$ cat src/hdl/frame_rle_encoder_macros.svh
// Assertion macros for the frame RLE encoder.
// Included by the top level; expects a clock and an active-high reset name.
`ifndef FRAME_RLE_ENCODER_MACROS_SVH
`define FRAME_RLE_ENCODER_MACROS_SVH

`ifndef ASSERT_OFF

`define FRLE_ASSERT(label, clk, rst, prop) \
   label: assert property (@(posedge clk) disable iff (rst) prop) \
      else $error("frame_rle_encoder assertion failed");

`define FRLE_ASSERT_NEVER(label, clk, rst, expr) \
   label: assert property (@(posedge clk) disable iff (rst) !(expr)) \
      else $error("frame_rle_encoder forbidden condition seen");

`else

`define FRLE_ASSERT(label, clk, rst, prop)
`define FRLE_ASSERT_NEVER(label, clk, rst, expr)

`endif

`endif

$ cat src/hdl/frle_pkg.sv
// Shared types and constants for the frame RLE encoder.
// No dependencies; used by frle_step and frame_rle_encoder.
`timescale 1ns / 1ps

package frle_pkg;

   localparam int unsigned LEN_W = 21;
   localparam logic [LEN_W-1:0] MAX_PACKED_BYTES = 21'd1048576;
   localparam logic [LEN_W-1:0] BYTE_LIMIT_RESET = 21'd1048576;

   localparam logic [7:0] TRANSPARENT_VALUE = 8'd254;
   localparam logic [7:0] HIGH_FLAG = 8'h80;
   localparam logic [8:0] HIGH_RUN_MAX = 9'd127;
   localparam logic [8:0] ESC_RUN_MAX = 9'd255;
   localparam logic [8:0] ESC_MIN_RUN = 9'd3;

   localparam int unsigned MAX_RESULTS = 8;
   localparam int unsigned RES_IDX_W = 3;
   localparam int unsigned RES_CNT_W = 4;

   localparam int unsigned CSR_IDX_W = 2;
   localparam int unsigned CSR_DATA_W = 21;
   localparam logic [CSR_IDX_W-1:0] CSR_MODE = 2'd0;
   localparam logic [CSR_IDX_W-1:0] CSR_MARKER_CODE = 2'd1;
   localparam logic [CSR_IDX_W-1:0] CSR_HEADER_CODE = 2'd2;
   localparam logic [CSR_IDX_W-1:0] CSR_BYTE_LIMIT = 2'd3;

   typedef struct packed {
      logic [7:0] pixel;
      logic [7:0] previous_pixel;
      logic       frame_start;
      logic       frame_end;
   } req_type;

   typedef struct packed {
      logic [7:0]       out_byte;
      logic             byte_valid;
      logic             frame_done;
      logic             overflow;
      logic [LEN_W-1:0] packed_length;
      logic             run_last;
   } rsp_type;

   typedef struct packed {
      logic [1:0]       mode;
      logic [7:0]       marker_code;
      logic [7:0]       header_code;
      logic [LEN_W-1:0] byte_limit;
   } cfg_type;

   typedef struct packed {
      logic [7:0]       held_value;
      logic             held_valid;
      logic [8:0]       run_count;
      logic [LEN_W-1:0] byte_total;
      logic             aborted;
   } state_type;

endpackage

$ cat src/hdl/frle_step.sv
// Per-item encode logic: from the current run state, config and one pixel,
// builds the list of result items and the next run state. Uses frle_pkg.
`timescale 1ns / 1ps

module frle_step (
   input  frle_pkg::req_type                               item,
   input  frle_pkg::cfg_type                               cfg,
   input  frle_pkg::state_type                             state,
   output frle_pkg::state_type                             state_next,
   output frle_pkg::rsp_type [frle_pkg::MAX_RESULTS-1:0]   results,
   output logic [frle_pkg::RES_CNT_W-1:0]                  count
);

   typedef struct packed {
      logic [2:0][7:0] bytes;
      logic [1:0]      count;
   } flush_type;

   function automatic flush_type flush_escape(logic [8:0] c, logic [7:0] v,
                                              logic [7:0] marker);
      flush_type f;
      f = '0;
      if (c == 9'd0) begin
         f = '0;
      end else if (c < frle_pkg::ESC_MIN_RUN) begin
         if (v == marker) begin
            // short run of the marker itself still needs the escape pair
            f.bytes[0] = marker;
            f.bytes[1] = 8'(c - 9'd1);
            f.count    = 2'd2;
         end else begin
            f.bytes[0] = v;
            f.bytes[1] = v;
            f.count    = c[1:0];
         end
      end else begin
         f.bytes[0] = marker;
         f.bytes[1] = 8'(c - 9'd1);
         f.bytes[2] = v;
         f.count    = 2'd3;
      end
      return f;
   endfunction

   function automatic flush_type flush_high(logic [8:0] c, logic [7:0] v);
      flush_type f;
      f = '0;
      if (c == 9'd0) begin
         f = '0;
      end else if (c == 9'd1 && !v[7]) begin
         f.bytes[0] = v;
         f.count    = 2'd1;
      end else begin
         f.bytes[0] = c[7:0] | frle_pkg::HIGH_FLAG;
         f.bytes[1] = v;
         f.count    = 2'd2;
      end
      return f;
   endfunction

   function automatic logic near_limit(logic [frle_pkg::LEN_W-1:0] total, logic [1:0] add,
                                       logic [frle_pkg::LEN_W-1:0] lim);
      logic [frle_pkg::LEN_W:0] sum;
      sum = {1'b0, total} + (frle_pkg::LEN_W+1)'(add);
      return sum >= {1'b0, lim};
   endfunction

   function automatic frle_pkg::rsp_type data_item(logic [7:0] b);
      frle_pkg::rsp_type r;
      r = '0;
      r.out_byte   = b;
      r.byte_valid = 1'b1;
      return r;
   endfunction

   always_comb begin
      frle_pkg::state_type st;
      flush_type fb;
      flush_type fe;
      logic hdr;
      logic stat;
      logic ovf;
      logic high;
      logic abort;
      logic [7:0] v;
      logic [frle_pkg::LEN_W-1:0] lim;
      logic [frle_pkg::LEN_W-1:0] len;
      logic [frle_pkg::RES_CNT_W-1:0] n;
      logic [frle_pkg::RES_CNT_W-1:0] last;

      st    = state;
      fb    = '0;
      fe    = '0;
      hdr   = 1'b0;
      stat  = 1'b0;
      ovf   = 1'b0;
      abort = 1'b0;
      len   = '0;
      high  = cfg.mode[0];
      lim   = (cfg.byte_limit > frle_pkg::MAX_PACKED_BYTES) ?
              frle_pkg::MAX_PACKED_BYTES : cfg.byte_limit;
      v     = (cfg.mode[1] && item.pixel == item.previous_pixel) ?
              frle_pkg::TRANSPARENT_VALUE : item.pixel;

      if (item.frame_start) begin
         st.held_valid = 1'b0;
         st.run_count  = '0;
         st.byte_total = frle_pkg::LEN_W'(1);
         st.aborted    = 1'b0;
         hdr           = 1'b1;
      end

      if (st.byte_total != '0 && !st.aborted) begin
         if (!high) begin
            if (!st.held_valid || v != st.held_value
                || st.run_count > frle_pkg::ESC_RUN_MAX) begin
               if (near_limit(st.byte_total, 2'd3, lim)) begin
                  abort = 1'b1;
               end else begin
                  fb = flush_escape(st.run_count, st.held_value, cfg.marker_code);
                  st.byte_total = st.byte_total + frle_pkg::LEN_W'(fb.count);
                  st.held_value = v;
                  st.held_valid = 1'b1;
                  st.run_count  = '0;
               end
            end
            if (!abort) begin
               st.run_count = st.run_count + 9'd1;
            end
         end else if (!st.held_valid) begin
            st.held_value = v;
            st.held_valid = 1'b1;
            st.run_count  = 9'd1;
         end else begin
            if (v != st.held_value) begin
               if (st.run_count != '0) begin
                  if (near_limit(st.byte_total, 2'd2, lim)) begin
                     abort = 1'b1;
                  end else begin
                     fb = flush_high(st.run_count, st.held_value);
                     st.byte_total = st.byte_total + frle_pkg::LEN_W'(fb.count);
                  end
               end
               if (!abort) begin
                  st.held_value = v;
                  st.run_count  = '0;
               end
            end
            if (!abort) begin
               st.run_count = st.run_count + 9'd1;
               // force the run out before the count byte runs out of bits
               if (st.run_count >= frle_pkg::HIGH_RUN_MAX) begin
                  if (near_limit(st.byte_total, 2'd2, lim)) begin
                     abort = 1'b1;
                  end else begin
                     fb = flush_high(st.run_count, st.held_value);
                     st.byte_total = st.byte_total + frle_pkg::LEN_W'(fb.count);
                     st.run_count  = '0;
                  end
               end
            end
         end

         if (item.frame_end && !abort) begin
            if (!high) begin
               if (near_limit(st.byte_total, 2'd3, lim)) begin
                  abort = 1'b1;
               end else begin
                  fe = flush_escape(st.run_count, st.held_value, cfg.marker_code);
                  st.byte_total = st.byte_total + frle_pkg::LEN_W'(fe.count);
               end
            end else if (st.run_count != '0) begin
               if (near_limit(st.byte_total, 2'd2, lim)) begin
                  abort = 1'b1;
               end else begin
                  fe = flush_high(st.run_count, st.held_value);
                  st.byte_total = st.byte_total + frle_pkg::LEN_W'(fe.count);
               end
            end
            if (!abort) begin
               stat          = 1'b1;
               len           = st.byte_total;
               st.held_valid = 1'b0;
               st.run_count  = '0;
               st.byte_total = '0;
            end
         end

         if (abort) begin
            stat          = 1'b1;
            ovf           = 1'b1;
            st.held_valid = 1'b0;
            st.run_count  = '0;
            st.byte_total = '0;
            st.aborted    = 1'b1;
         end
      end

      // pack the results in emission order
      results = '0;
      n       = '0;
      if (hdr) begin
         results[n[frle_pkg::RES_IDX_W-1:0]] = data_item(cfg.header_code);
         n = n + 4'd1;
      end
      for (int i = 0; i < 3; i++) begin
         if (2'(i) < fb.count) begin
            results[n[frle_pkg::RES_IDX_W-1:0]] = data_item(fb.bytes[i]);
            n = n + 4'd1;
         end
      end
      for (int i = 0; i < 3; i++) begin
         if (2'(i) < fe.count) begin
            results[n[frle_pkg::RES_IDX_W-1:0]] = data_item(fe.bytes[i]);
            n = n + 4'd1;
         end
      end
      if (stat) begin
         results[n[frle_pkg::RES_IDX_W-1:0]].frame_done    = 1'b1;
         results[n[frle_pkg::RES_IDX_W-1:0]].overflow      = ovf;
         results[n[frle_pkg::RES_IDX_W-1:0]].packed_length = len;
         n = n + 4'd1;
      end
      last = n - 4'd1;
      if (n != '0) begin
         results[last[frle_pkg::RES_IDX_W-1:0]].run_last = 1'b1;
      end

      count      = n;
      state_next = st;
   end

endmodule

$ cat src/hdl/frame_rle_encoder.sv
// Frame RLE encoder top level: input register, run state, result list and
// byte serializer. Uses frle_pkg, frle_step and frame_rle_encoder_macros.svh.
`timescale 1ns / 1ps
`include "frame_rle_encoder_macros.svh"

// Usage:
//   req_valid/req_stall/req_data carry one pixel item (pixel, previous-frame
//   pixel, frame_start, frame_end). rsp_valid/rsp_stall/rsp_data carry one
//   result item per cycle while rsp_stall is low: a packed byte, or a status item closing a frame
//   with frame_done, overflow and packed_length. run_last marks the last
//   result caused by an input item.
//   csr_wr_en/csr_index/csr_wdata write mode, marker_code, header_code and
//   byte_limit; write them only while the block is idle.
//   An accepted item is held in the input register and encoded from there,
//   once the result list is free, into a list of up to 8 results; the list
//   is registered and the first result is shown from the list register.
//   The input register can take the next item while the results of the
//   previous one are still sent over the single result port. The next item
//   is encoded in the cycle the last result of the previous one is taken,
//   so the output runs without gaps while items with results wait.
//   A stalled receiver holds the current result; the input register then
//   fills and req_stall rises. Reset clears the run state, drops pending
//   results and restores the register defaults.
module frame_rle_encoder (
   input  logic                                  clock,
   input  logic                                  reset,
   input  logic                                  req_valid,
   output logic                                  req_stall,
   input  frle_pkg::req_type                     req_data,
   output logic                                  rsp_valid,
   input  logic                                  rsp_stall,
   output frle_pkg::rsp_type                     rsp_data,
   input  logic                                  csr_wr_en,
   input  logic [frle_pkg::CSR_IDX_W-1:0]        csr_index,
   input  logic [frle_pkg::CSR_DATA_W-1:0]       csr_wdata
);

   frle_pkg::req_type                           in_ff;
   logic                                        in_valid_ff;
   logic                                        in_valid_in;
   frle_pkg::cfg_type                           cfg_ff;
   frle_pkg::state_type                         state_ff;
   frle_pkg::state_type                         state_in;
   frle_pkg::rsp_type [frle_pkg::MAX_RESULTS-1:0] list_ff;
   frle_pkg::rsp_type [frle_pkg::MAX_RESULTS-1:0] list_in;
   logic [frle_pkg::RES_CNT_W-1:0]              rem_ff;
   logic [frle_pkg::RES_CNT_W-1:0]              list_count;
   logic [frle_pkg::RES_IDX_W-1:0]              idx_ff;
   logic                                        req_take;
   logic                                        rsp_take;
   logic                                        drained;
   logic                                        load;

   frle_step u_step (
      .item       (in_ff),
      .cfg        (cfg_ff),
      .state      (state_ff),
      .state_next (state_in),
      .results    (list_in),
      .count      (list_count)
   );

   assign rsp_valid = (rem_ff != '0);
   assign rsp_data  = list_ff[idx_ff];
   assign rsp_take  = rsp_valid && !rsp_stall;
   // list is free once its last item leaves this cycle
   assign drained   = (rem_ff == '0) || (rem_ff == 4'd1 && !rsp_stall);
   assign load      = in_valid_ff && drained;
   assign req_stall = in_valid_ff && !load;
   assign req_take  = req_valid && !req_stall;
   assign in_valid_in = req_take || (in_valid_ff && !load);

   always_ff @(posedge clock) begin
      if (reset) begin
         in_valid_ff <= 1'b0;
      end else begin
         in_valid_ff <= in_valid_in;
      end
      if (req_take) begin
         in_ff <= req_data;
      end
   end

   always_ff @(posedge clock) begin
      if (reset) begin
         cfg_ff.mode        <= '0;
         cfg_ff.marker_code <= '0;
         cfg_ff.header_code <= '0;
         cfg_ff.byte_limit  <= frle_pkg::BYTE_LIMIT_RESET;
      end else if (csr_wr_en) begin
         case (csr_index)
            frle_pkg::CSR_MODE:        cfg_ff.mode        <= csr_wdata[1:0];
            frle_pkg::CSR_MARKER_CODE: cfg_ff.marker_code <= csr_wdata[7:0];
            frle_pkg::CSR_HEADER_CODE: cfg_ff.header_code <= csr_wdata[7:0];
            frle_pkg::CSR_BYTE_LIMIT:  cfg_ff.byte_limit  <= csr_wdata;
            default: begin
               cfg_ff <= cfg_ff;
            end
         endcase
      end
   end

   always_ff @(posedge clock) begin
      if (reset) begin
         state_ff <= '0;
         rem_ff   <= '0;
         idx_ff   <= '0;
      end else if (load) begin
         state_ff <= state_in;
         rem_ff   <= list_count;
         idx_ff   <= '0;
      end else if (rsp_take) begin
         rem_ff   <= rem_ff - 4'd1;
         idx_ff   <= idx_ff + 3'd1;
      end
      if (load) begin
         list_ff <= list_in;
      end
   end

   `FRLE_ASSERT_NEVER(a_rem_bound, clock, reset, rem_ff > 4'd8)
   `FRLE_ASSERT(a_run_last_matches, clock, reset,
      rsp_valid |-> (rsp_data.run_last == (rem_ff == 4'd1)))
   `FRLE_ASSERT(a_status_has_no_byte, clock, reset,
      (rsp_valid && rsp_data.frame_done) |-> !rsp_data.byte_valid)
   `FRLE_ASSERT(a_abort_closes_frame, clock, reset,
      state_ff.aborted |-> (state_ff.byte_total == '0 && !state_ff.held_valid))

endmodule

$ cat config.mk
export PLATFORM = sky130hd
export DESIGN_NAME = frame_rle_encoder
export DESIGN_NICKNAME = d
export VERILOG_FILES = /design/src/hdl/frle_pkg.sv /design/src/hdl/frle_step.sv /design/src/hdl/frame_rle_encoder.sv
export VERILOG_INCLUDE_DIRS = /design/src /design/src/hdl
export SDC_FILE = /design/constraint.sdc
export NUM_CORES = 1
export LEC_CHECK = 0
export ABC_AREA = 1
export BUFFER_PORTS_ARGS = -buffer_cell sky130_fd_sc_hd__buf_2
export CAP_MARGIN = 20
export CELL_PAD_IN_SITES_DETAIL_PLACEMENT = 1
export CELL_PAD_IN_SITES_GLOBAL_PLACEMENT = 2
export CORE_ASPECT_RATIO = 0.6
export CORE_MARGIN = 5
export CORE_UTILIZATION = 37
export CTS_BUF_LIST = sky130_fd_sc_hd__clkbuf_16
export DETAILED_ROUTE_END_ITERATION = 12
export GPL_TIMING_DRIVEN = 0
export PLACE_DENSITY_LB_ADDON = 0.1
export SYNTH_ARGS = -nofsm -noshare
export SYNTH_HDL_FRONTEND = slang
export SYNTH_HIERARCHICAL = 1
export SYNTH_SLANG_ARGS = --single-unit
$ cat constraint.sdc
create_clock -name clock -period 13.1 [get_ports clock]
set_clock_uncertainty 0.2 [all_clocks]
set_input_delay 1.31 -clock clock [delete_from_list [all_inputs] [get_ports clock]]
set_output_delay 1.31 -clock clock [all_outputs]
set_load 0.01 [all_outputs]
==> impl_metrics.csv <==
group,metric,value,unit
floorplan,die-area,0.08792,mm^2
floorplan,fp.dieW,379.5,um
setup_path,critPathCaptureType,"flop",
floorplan,core,0.08138,mm^2
detailed_routing,wl_per_cell,25.91,um
synthesis,syn_avg_cell_area,7.022,um^2
synthesis,synthSimpleGateAreaFrac,0.2992,
setup_path,required,13.24,ns
synthesis,dominantRegCellSynth,"edfxtp_1",
setup_path,path_buf_inv,15,
flow_run,drv_cap,0,
timing,clock.fmax,0.07689,GHz
timing,hold_viol,0,
finish,num-fill-cells,10296,
clocking,cts.sinks,369,
clocking,worstSkewPairLatency,0.63,ns
placement,pre_cts_slack,-4.304,ns
finish,mostFrequentLayoutCells,"nand2_1 (901), nor2_1 (669), o21ai_0 (378)",
synthesis,synth_compound_area_frac,0.1696,
setup_path,crit_family,"simple AND/OR/NAND/NOR gates",
clocking,h-tree-depth,2,
detailed_routing,vias_per_cell,5.766,
grt,antenna_found_initial,0,
synthesis,synth-seq-cells,369,
finish,final_common_cell,"nand2_1",
finish,multi_input_area,0.01879,mm^2
floorplan,rows,81,
grt,grt_max_degree,127,
power,leakagePower,0.01455,uW
synthesis,syn-num-nets,4508,
placement,portBuffers,80,
power,vdd_drop_max,0.09431,mV
grt,track_usage,0.3238,
finish,layout-drive-gt1-share,0.1707,
placement,dp_hpwl,115.5,mm
detailed_routing,firstDrtPassIters,5,
synthesis,muxShareOfSynthArea,0.001321,
detailed_routing,drc,0,
setup_path,slowest_delay,0.42,ns
timing,finalWorstSetupSlack,0.09468,ns
grt,grt_pass1_wl,211.3,mm
grt,first_global_vias,30950,
timing,fin_crit,13.01,ns
synthesis,synth_edf_count,282,
synthesis,synthXorXnorAreaFrac,0.04480,
setup_path,startpoint_type,"flop",
detailed_routing,drt_iter0_drc,3299,
timing,slew_viol_final,0,
finish,ff_latch_area,0.01021,mm^2
finish,nets,4776,
finish,diodes,0,
power,power_density,135.4,mW/mm^2
detailed_routing,drtAntennaViolNets,0,
hold_path,hold_path_class,"flop to flop",
clocking,numCtsBuffers,42,
synthesis,netlist_area,0.03031,mm^2
synthesis,syn_inst,4316,
synthesis,yosysSeqAreaShare,0.3369,
synthesis,synthArstFlopShare,0,
synthesis,synth_adder_area_share,0.06176,
timing,fin_crit_sh,0.9928,
detailed_routing,vias,32831,
clocking,tritoncts,"built",
timing,maxSlewHeadroom,0.1667,
run_status,status,"complete, no violations",
setup_path,cp_common_cell,"nand2_2",
timing,worstMarginPinSlew,1.250,ns
setup_path,critical_path_class,"flop to flop",
setup_path,slowest_stage,"edfxtp_1",
synthesis,synth_top_family_by_area,"simple AND/OR/NAND/NOR gates",
clocking,clk_pin_slew,0.06,ns
floorplan,io_pins,81,
setup_path,crit_fanout,10,
floorplan,fp.dieH,231.7,um
grt,grt_overflow,0,
detailed_routing,wl,147.5,mm
placement,gp_congestion,0.9877,
setup_path,worstPathArrival,13.14,ns
clocking,clockBufferDepth,3,
synthesis,synth_cell_type_count,71,
timing,hold_slack,0.2691,ns
timing,setup_viol,0,
timing,setup_tns,0,ns
synthesis,ys_warn_count,6,
floorplan,initial_utilization,0.3724,
clocking,root_buffer,"clkbuf_16",
finish,area_growth,18.78,%
[synthesized netlist by cell type (all sizes together) (64+ instances only)]
cell	count	area, um^2
ha	140	1752
inv	431	1628
o21ai	519	2620
nand3	178	978.4
nand4	64	421.7
buf	100	673.2
edfxtp	282	8468
xor2	131	1147
nor2	790	3176
clkbuf	74	285.3
dfxtp	87	1742
a21oi	193	1018
nand2	996	3963
[final cells by class]
cell class                      instances  share of cell area
Multi-Input combinational cell       3334              0.5219
Clock inverter                         33            0.007856
Sequential cell                       369              0.2836
Inverter                              440             0.04731
Buffer                                174             0.02857
Timing Repair inverter                  1           0.0001390
Timing Repair Buffer                  222             0.04387
Clock buffer                           42             0.02920
Tap cell                             1079             0.03751
[worst reg2reg max path: cells and delay by family, from the launching register on]
kind / cells / cell delay [ns]
simple gates: 48 / 7.01
fa+ha+maj: 8 / 1.98
buf+inv: 15 / 1.94
xor+xnor: 4 / 0.66
compound gates: 3 / 0.50
flops: 1 / 0.42
[worst paths after layout]
kind	depth (start not counted)	slack, ns	from	endpoint
max	78	0.09	in_ff[1]	list_ff[165]
min reg2reg	2	0.27	state_ff[26]	state_ff[26]
max reg2reg	78	0.09	in_ff[1]	list_ff[165]
min	2	0.27	state_ff[26]	state_ff[26]
[per-layer routing]
metal | wire length (um) | GRT usage | vias to the layer above
met4 | 2341 | 0.05174 | 0
met5 | 0 | 0 | -
li1 | - | - | 14996
met3 | 14090 | 0.06613 | 124
met2 | 56810 | 0.4340 | 1279
met1 | 74270 | 0.5283 | 16432
[kinds of logic (layout without fill, tap and decap cells)]
family,count (synthesis),in the layout
simple gates,2115,2116
compound gates,913,913
buf+inv,614,912
flops,369,369
xor+xnor,155,155
fa+ha+maj,146,146
mux,4,4
[state kept, by name (all words and copies together) (netlist names)]
signal / count
rem_ff: 4
in_ff: 18
in_valid_ff: 1
state_ff: 40
idx_ff: 3
cfg_ff: 39
list_ff: 264
[power breakdown]
group	leakage [uW]	switching [uW]	internal (uW)
clock network	0.000667	565	638
logic	0.0105	1480	588
registers	0.00339	79.4	1530
total	0.0146	2120	2750
[through the flow]
step	total power (uW)	cell area (um^2)	utilization	std cells
2_1_floorplan	2774	30310	-	4316
3_3_place_gp	3489	32060	0.3939	5475
3_5_place_dp	3529	32150	0.3951	5482
4_1_cts	4796	34600	0.4252	5611
5_1_grt	5138	36000	0.4423	5694
6_report	4875	36000	0.4423	5694
[what timing repair did]
action | 4_1_cts | 5_1_grt
endpoints found under the hold margin | 0 | 0
endpoints found under the setup margin | 269 | 267
hold buffers | 0 | 0
resized for setup | 176 | 180
cloned | 1 | 1
pin swaps | 39 | 104
buffers inserted | 53 | 82
No activity file was read; power rests on OpenSTA's default activity.
